==> src/design/qau_pkg.sv <==
package qau_pkg;

  localparam int DataWidth = 32;
  localparam int FracBits  = 28;
  localparam int ProdWidth = 2 * DataWidth;
  // sum of four products plus sign and carry margin
  localparam int AccWidth  = ProdWidth + 4;
  // normalize: squared sum shifted by 2*FracBits
  localparam int NormWidth = ProdWidth + 2 + 2 * FracBits;
  localparam int RootWidth = NormWidth / 2;
  // dividend of normalize: magnitude << (2*FracBits+1) plus root
  localparam int DivWidth  = DataWidth + 2 * FracBits + 2;
  localparam int QueueDepth = 4;
  localparam int QueueAw    = 2;

  typedef enum logic [2:0] {
    OP_MUL   = 3'd0,
    OP_ADD   = 3'd1,
    OP_SCALE = 3'd2,
    OP_NORM  = 3'd3,
    OP_MAT   = 3'd4
  } op_t;

  typedef enum logic [1:0] {
    ST_OK   = 2'd0,
    ST_SAT  = 2'd1,
    ST_ZERO = 2'd2
  } status_t;

  typedef struct packed {
    op_t                          op;
    logic signed [DataWidth-1:0]  a_s;
    logic signed [DataWidth-1:0]  a_x;
    logic signed [DataWidth-1:0]  a_y;
    logic signed [DataWidth-1:0]  a_z;
    logic signed [DataWidth-1:0]  b_s;
    logic signed [DataWidth-1:0]  b_x;
    logic signed [DataWidth-1:0]  b_y;
    logic signed [DataWidth-1:0]  b_z;
    logic signed [DataWidth-1:0]  k;
  } req_t;

  typedef struct packed {
    logic signed [DataWidth-1:0] c0;
    logic signed [DataWidth-1:0] c1;
    logic signed [DataWidth-1:0] c2;
    logic signed [DataWidth-1:0] c3;
    logic [1:0]                  row;
    logic                        last;
    status_t                     status;
  } res_t;

  // round half up to FracBits when rnd is set, then saturate; sets sat on clamp
  function automatic logic signed [DataWidth-1:0] rnd_sat(
      input logic signed [AccWidth-1:0] v, input logic rnd, inout logic sat);
    logic signed [AccWidth-1:0] t;
    logic signed [AccWidth-1:0] mx;
    logic signed [AccWidth-1:0] mn;
    begin
      mx = AccWidth'({1'b0, {(DataWidth-1){1'b1}}});
      mn = -mx - AccWidth'(1);
      t = rnd ? ((v + (AccWidth'(1) <<< (FracBits - 1))) >>> FracBits) : v;
      if (t > mx) begin
        sat = 1'b1;
        rnd_sat = mx[DataWidth-1:0];
      end else if (t < mn) begin
        sat = 1'b1;
        rnd_sat = mn[DataWidth-1:0];
      end else begin
        rnd_sat = t[DataWidth-1:0];
      end
    end
  endfunction

endpackage

==> src/design/qau_front.sv <==
module qau_front (
  input  logic            clk,
  input  logic            rst,
  input  logic            push,
  output logic            full,
  input  qau_pkg::req_t   req_in,
  output logic            q_valid,
  output qau_pkg::req_t   q_data,
  input  logic            q_take
);

  qau_pkg::req_t                mem [qau_pkg::QueueDepth];
  logic [qau_pkg::QueueAw-1:0]  wr_ptr;
  logic [qau_pkg::QueueAw-1:0]  rd_ptr;
  logic [qau_pkg::QueueAw:0]    count;
  logic                         legal;
  logic                         wr_en;
  logic                         rd_en;

  // drop unknown opcodes at the door
  assign legal = (req_in.op == qau_pkg::OP_MUL) || (req_in.op == qau_pkg::OP_ADD) ||
                 (req_in.op == qau_pkg::OP_SCALE) || (req_in.op == qau_pkg::OP_NORM) ||
                 (req_in.op == qau_pkg::OP_MAT);
  assign full    = (count == (qau_pkg::QueueAw+1)'(qau_pkg::QueueDepth));
  assign wr_en   = push && !full && legal;
  assign q_valid = (count != '0);
  assign rd_en   = q_take && q_valid;
  assign q_data  = mem[rd_ptr];

  // store request
  always_ff @(posedge clk) begin
    if (wr_en) begin
      mem[wr_ptr] <= req_in;
    end
  end

  // advance pointers
  always_ff @(posedge clk) begin
    if (rst) begin
      wr_ptr <= '0;
      rd_ptr <= '0;
      count  <= '0;
    end else begin
      if (wr_en) wr_ptr <= wr_ptr + 1'b1;
      if (rd_en) rd_ptr <= rd_ptr + 1'b1;
      count <= count + (qau_pkg::QueueAw+1)'(wr_en) - (qau_pkg::QueueAw+1)'(rd_en);
    end
  end

endmodule

==> config.mk <==
export PLATFORM = sky130hd
export DESIGN_NAME = qau_front
export DESIGN_NICKNAME = d
export VERILOG_FILES = /design/src/design/qau_pkg.sv /design/src/design/qau_front.sv
export SDC_FILE = /design/constraint.sdc
export NUM_CORES = 1
export LEC_CHECK = 0
export BUFFER_PORTS_ARGS = -buffer_cell sky130_fd_sc_hd__clkbuf_2
export CORE_UTILIZATION = 57
export DETAILED_ROUTE_END_ITERATION = 12
export PLACE_DENSITY = 0.84
export SETUP_SLACK_MARGIN = 0.1
export SLEW_MARGIN = 5
export SYNTH_ARGS = -nofsm -noshare
export SYNTH_HDL_FRONTEND = slang
export SYNTH_SLANG_ARGS = --single-unit
==> constraint.sdc <==
create_clock -name clk -period 6.9 [get_ports clk]
set_input_delay 1.035 -clock clk [delete_from_list [all_inputs] [get_ports clk]]
set_output_delay 1.035 -clock clk [all_outputs]
set_load 0.01 [all_outputs]
==> results_dict.tcl, run 1 <==
set metrics [dict create \
    grt_max_degree 182 \
    via_count 19700 \
    final_period_minus_worst_setup_slack_ns 4.21 \
    post_synth_main_area_contributors "sky130_fd_sc_hd__edfxtp_1, sky130_fd_sc_hd__mux4_2, sky130_fd_sc_hd__buf_12, sky130_fd_sc_hd__dfxtp_1, sky130_fd_sc_hd__buf_2" \
    synth-edff-count 1164 \
    io-pin-count 588 \
    die-width_um 276 \
    finalSetupTns_ns 0 \
    preCtsSetupSlack_ns 2.95 \
    ys_async_sr_fraction 0 \
    cts-buffers-inserted 109 \
    synth_cells 1570 \
    synth_largest_type_area_fraction 0.816 \
    clock_insertion_delay_worst_skew_ns 0.68 \
    avgViaCountPerCell 5.96 \
    synth_top_cells_by_count "sky130_fd_sc_hd__edfxtp_1, sky130_fd_sc_hd__mux4_2, sky130_fd_sc_hd__buf_12, sky130_fd_sc_hd__buf_2, sky130_fd_sc_hd__dfxtp_1" \
    timing.final.ws_setup_ns 2.69 \
    yosys.cell_count.top_type "sky130_fd_sc_hd__edfxtp_1" \
    synthesis.nets 1872 \
    leakage_nw 16.6 \
    first_pass_iters 5 \
    initial_core_util 0.575 \
    synth_flop_cell "sky130_fd_sc_hd__edfxtp_1" \
    die_h_um 276 \
    wirelength_per_cell_um 28.0 \
    fillerInstances 4332 \
    rsz_0062_raised_after_global_routing "no" \
    synth_seq_cells 1173 \
    syn_area_sq_um 42800 \
    worst-endpoint-required_ns 5.86 \
    core_region_area_sq_um 74400 \
    io_buffers 587 \
    yosysWarnings 0 \
    final_max_slew_viol_count 0 \
    final_hold_viol_count 0 \
    ys_seq_area_frac 0.821 \
    place.gp.congestion 0.793 \
    fin_skew_ns 0.0333 \
    final.period_utilization 0.610 \
    die_area_sq_um 76200 \
    route.detailed.drc 0 \
    area_growth_syn_to_layout_pct 16.7 \
    antenna_found_initial 28 \
    cp-start-kind "flop" \
    crit_path_max_fanout 105 \
    cts_resized 0 \
    detail_route.iter0.violations 1591 \
    min-delay-path-class "flop to flop" \
    htree_num_levels 3 \
    outcome "finished, final reports clean" \
    gr-usage-all-layers 0.243 \
    grt_first_pass_wirelength_um 135000 \
    cts_hold_buffers 0 \
    finalSetupViolCount 0 \
    detail_route_antenna_nets 0 \
    clock.fmax_mhz 238 \
    register_clock_pin_slew_on_the_reported_worst_setup_and_hold_paths_ns 0.06 \
    synth_area_per_cell_sq_um 27.3 \
    synth_top_area_cell "sky130_fd_sc_hd__edfxtp_1" \
    num_rows 100 \
    cts_root_buffer "sky130_fd_sc_hd__clkbuf_16" \
    share_of_layout_cells_above_drive_strength_1 0.459 \
    route.final.wire_length_um 92600 \
    worst_slew_pin_slew_ns 1.26 \
    post-dp-hpwl_um 53400 \
    worst_setup_path_type "flop to primary output" \
    power_density_nw_per_um2 358 \
    post_cts.repair.setup_buffers 0 \
    crit_arrival_ns 3.18 \
    clockBufferDepth 3 \
    nNetsFinal 2522 \
    clock_sinks 1173 \
    crit_path_end_kind "primary output" \
    grt_remaining_overflow 0 \
    power.ir.vdd_worst_v 0.000393 \
    grt_pass1_vias 21100 \
    max_slew_margin 0.161 \
    cts_tree "done" \
    netlist-cell-type-count 24 \
    max_cap_viols 0 \
]
[sequential cells by signal, indices dropped and copies added (netlist names), named ones only]
register	count
count	3
mem	1164
rd_ptr	2
wr_ptr	2
[through the flow]
| step | hold slack [ns] | area (sq um) | util | total power, mW | instances |
|---|---|---|---|---|---|
| global route | 0.545 | 50000 | 0.671 | 18.4 | 3304 |
| detailed placement | 0.518 | 46400 | 0.624 | 12.2 | 3078 |
| finish | 0.522 | 50000 | 0.671 | 17.9 | 3307 |
| global placement | 0.494 | 46400 | 0.624 | 12.1 | 3078 |
| floorplan | 0.482 | 42800 | - | 11.2 | 1570 |
| CTS | 0.526 | 49900 | 0.671 | 18.0 | 3283 |
[area by class of cell]
class	instances	area, sq um	area share
antenna	24	60.1	0.00120
inverter	6	22.5	0.000451
clock buffer	136	2830	0.0566
multi-input combinational	324	6840	0.137
timing repair buffer	606	3210	0.0641
sequential	1173	35100	0.703
tap	969	1210	0.0243
clock inverter	69	673	0.0135
[cell usage in the layout, fill, tap and decap left out]
cell / instances
sky130_fd_sc_hd__clkinvlp_4: 4
sky130_fd_sc_hd__nand2b_1: 2
sky130_fd_sc_hd__mux4_2: 291
sky130_fd_sc_hd__buf_12: 10
sky130_fd_sc_hd__o21ai_0: 1
sky130_fd_sc_hd__buf_4: 9
sky130_fd_sc_hd__o31a_2: 1
sky130_fd_sc_hd__nor2b_1: 2
sky130_fd_sc_hd__clkinv_16: 4
sky130_fd_sc_hd__inv_1: 6
sky130_fd_sc_hd__dfxtp_4: 2
sky130_fd_sc_hd__and3b_1: 1
sky130_fd_sc_hd__o311ai_0: 1
sky130_fd_sc_hd__diode_2: 24
sky130_fd_sc_hd__mux2i_1: 1
sky130_fd_sc_hd__nor3b_2: 1
sky130_fd_sc_hd__dfxtp_1: 7
sky130_fd_sc_hd__clkbuf_1: 27
sky130_fd_sc_hd__clkinv_4: 1
sky130_fd_sc_hd__and2_4: 4
sky130_fd_sc_hd__nor2_1: 6
sky130_fd_sc_hd__ha_1: 6
sky130_fd_sc_hd__mux2_4: 1
sky130_fd_sc_hd__clkinv_1: 24
sky130_fd_sc_hd__clkbuf_2: 587
sky130_fd_sc_hd__edfxtp_1: 1164
sky130_fd_sc_hd__bufinv_16: 9
sky130_fd_sc_hd__xor2_1: 1
sky130_fd_sc_hd__inv_6: 2
sky130_fd_sc_hd__clkinv_2: 24
sky130_fd_sc_hd__clkbuf_16: 109
sky130_fd_sc_hd__fa_1: 1
sky130_fd_sc_hd__xnor2_1: 3
sky130_fd_sc_hd__clkinv_8: 1
sky130_fd_sc_hd__or3_2: 1
[per-layer routing]
layer  track usage  wire length (um)
met4         0.127              4690
met1         0.277             30900
met5             0               102
met3        0.0629              7510
met2         0.423             49300
[worst paths after layout]
check | cells after the start | to | start | slack [ns]
setup / recovery | 3 | q_data[265] | flop | 2.69
hold / removal | 2 | wr_ptr[1] | wr_ptr[1] | 0.52
setup reg to reg | 4 | mem[1][95] | count[2] | 3.90
hold reg to reg | 2 | wr_ptr[1] | wr_ptr[1] | 0.52
[cells by family after synthesis]
kind of cell	synth area share
mux	0.154
buf+inv	0.0198
xor+xnor	0.000818
compound gates	0.000555
simple gates	0.00248
flops	0.821
fa+ha+maj	0.00222
[critical path: stages, from the launching register on]
cell and delay, ns:
sky130_fd_sc_hd__dfxtp_4 0.88, sky130_fd_sc_hd__buf_12 0.68, sky130_fd_sc_hd__mux4_2 0.65, sky130_fd_sc_hd__clkbuf_2 0.16
[where the power goes]
part / internal, mW / total, mW / switching, mW
Clock: 3.27 / 5.82 / 2.55
Sequential: 8.29 / 8.48 / 0.188
Combinational: 1.66 / 3.58 / 1.92
Total: 13.2 / 17.9 / 4.66
(Power assumes the default switching activity.)
==> run 2: changes to the inputs <==
- CORE_UTILIZATION: 57 -> 51
- PLACE_DENSITY: 0.84 -> 0.8
- clock period: 6.9 -> 3.8 ns (I/O delays scaled with it)
==> results_dict.tcl, run 2 (synthesis results as in run 1) <==
set metrics [dict create \
    worst-endpoint-required_ns 3.23 \
    power_density_nw_per_um2 640 \
    cp-start-kind "flop" \
    post-dp-hpwl_um 55800 \
    io_buffers 587 \
    core_region_area_sq_um 82600 \
    die_h_um 292 \
    registers.top_by_ff_count "mem" \
    multi_input_area_sq_um 6840 \
    power.ir.vdd_worst_v 0.000470 \
    final_core_util 0.612 \
    final_hold_viol_count 0 \
    share_of_layout_cells_above_drive_strength_1 0.465 \
    final.period_utilization 0.815 \
    post_cts.repair.setup_buffers 0 \
    min-delay-path-class "primary input to flop" \
    sequential_cell_area_sq_um 35100 \
    area_growth_syn_to_layout_pct 18.1 \
    rsz_0062_raised_after_global_routing "no" \
    reg_top3 "mem (1164), count (3)" \
    clock.fmax_mhz 323 \
    register_clock_pin_slew_on_the_reported_worst_setup_and_hold_paths_ns 0.06 \
    cts_root_buffer "sky130_fd_sc_hd__clkbuf_16" \
    cpMostUsedCell "sky130_fd_sc_hd__buf_12" \
    final_period_minus_worst_setup_slack_ns 3.10 \
    num_rows 105 \
    clockBufferDepth 3 \
    first_pass_iters 5 \
    place.gp.congestion 0.777 \
    worst_setup_path_type "flop to primary output" \
    cts_hold_buffers 0 \
    grt_max_degree 125 \
    crit_path_max_fanout 45 \
    grt_remaining_overflow 0 \
    die_area_sq_um 85100 \
    detail_route.iter0.violations 1389 \
    cts_resized 0 \
    max_cap_viols 0 \
    cts_tree "done" \
    grt_pass1_vias 21000 \
    fin_skew_ns 0.0286 \
    avgViaCountPerCell 5.68 \
    layout.cells.most_common_list "sky130_fd_sc_hd__edfxtp_1, sky130_fd_sc_hd__clkbuf_2, sky130_fd_sc_hd__mux4_2" \
    worst_slew_pin_slew_ns 1.13 \
    max_reg_flops 1164 \
    detail_route_antenna_nets 0 \
    crit_arrival_ns 2.53 \
    clock_insertion_delay_worst_skew_ns 0.67 \
    max_slew_margin 0.245 \
    die-width_um 292 \
    cts-buffers-inserted 109 \
    gr-usage-all-layers 0.210 \
    via_count 19600 \
    fillerInstances 5387 \
    wirelength_per_cell_um 26.1 \
    final_max_slew_viol_count 0 \
    route.final.wire_length_um 89700 \
    cp_slowest_cell "sky130_fd_sc_hd__mux4_2" \
    initial_core_util 0.518 \
    route.detailed.drc 0 \
    antenna_found_initial 24 \
    outcome "finished, final reports clean" \
    htree_num_levels 3 \
    nNetsFinal 2566 \
    peak_per_stage_delay_on_the_critical_path_ns 0.59 \
    clock_sinks 1173 \
    io-pin-count 588 \
    grt_first_pass_wirelength_um 132000 \
    mostFrequentLayoutCell "sky130_fd_sc_hd__edfxtp_1" \
    crit_path_end_kind "primary output" \
    crit_path_cell_trace "buf_12 > buf_12 > mux4_2 > clkbuf_2" \
    finalSetupTns_ns 0 \
    leakage_nw 16.8 \
    finalSetupViolCount 0 \
]
[run 2: cell count changes in the layout (fill, tap and decap cells not counted), moves of 2 or more]
cell                        before  now
sky130_fd_sc_hd__buf_12         10   28
sky130_fd_sc_hd__buf_4           9   35
sky130_fd_sc_hd__clkbuf_1       27   33
sky130_fd_sc_hd__clkinv_16       4    2
sky130_fd_sc_hd__clkinv_2       24   13
sky130_fd_sc_hd__diode_2        24   22
sky130_fd_sc_hd__inv_16          0    2
[run 2: final timing paths]
check	startpoint	to	slack (ns)	depth (start not counted)
max reg2reg	count[1]	count[2]	1.29	10
min	req_in[243]	mem[2][243]	0.12	1
min reg2reg	wr_ptr[1]	wr_ptr[1]	0.53	2
max	flop	q_data[139]	0.70	4
[run 2: power by group]
part           internal [mW]  leakage [nW]  switching (mW)
logic                   3.15          4.53            3.58
registers               15.0          10.7           0.242
clock network           5.85          1.64            4.52
total                   24.0          16.8            8.34
[run 2: per-layer routing]
metal | GRT usage | up-vias | wire [um]
met5 | 0 | - | 69
met4 | 0.103 | 10 | 3630
met3 | 0.0614 | 182 | 7270
met2 | 0.359 | 808 | 47200
met1 | 0.244 | 10300 | 31500
li1 | - | 8264 | -
[run 2: critical path: cells and delay by family, from the launching register on]
family / cells / cell delay (ns)
muxes: 1 / 0.59
buffers and inverters: 3 / 0.74
DFF: 1 / 0.47
[run 2: per-stage QoR]
stage / worst slack (ns) / power (mW) / hold WS, ns / cells / cell area, sq um
after floorplan: -1.19 / 20.3 / 0.482 / 1570 / 42800
after global placement: 1.03 / 22.2 / 0.495 / 3223 / 47100
after detailed placement: 1.01 / 22.3 / 0.514 / 3223 / 47100
after CTS: 0.589 / 32.7 / 0.0670 / 3420 / 50500
after global routing: 0.528 / 33.5 / 0.0841 / 3438 / 50600
final: 0.703 / 32.4 / 0.123 / 3442 / 50600
[run 2: area by class of cell]
cell class,instances,share of cell area
Clock buffer,142,0.0564
Clock inverter,55,0.0110
Antenna cell,22,0.00109
Tap cell,1070,0.0265
Multi-Input combinational cell,324,0.135
Inverter,6,0.000445
Sequential cell,1173,0.695
Timing Repair Buffer,650,0.0744
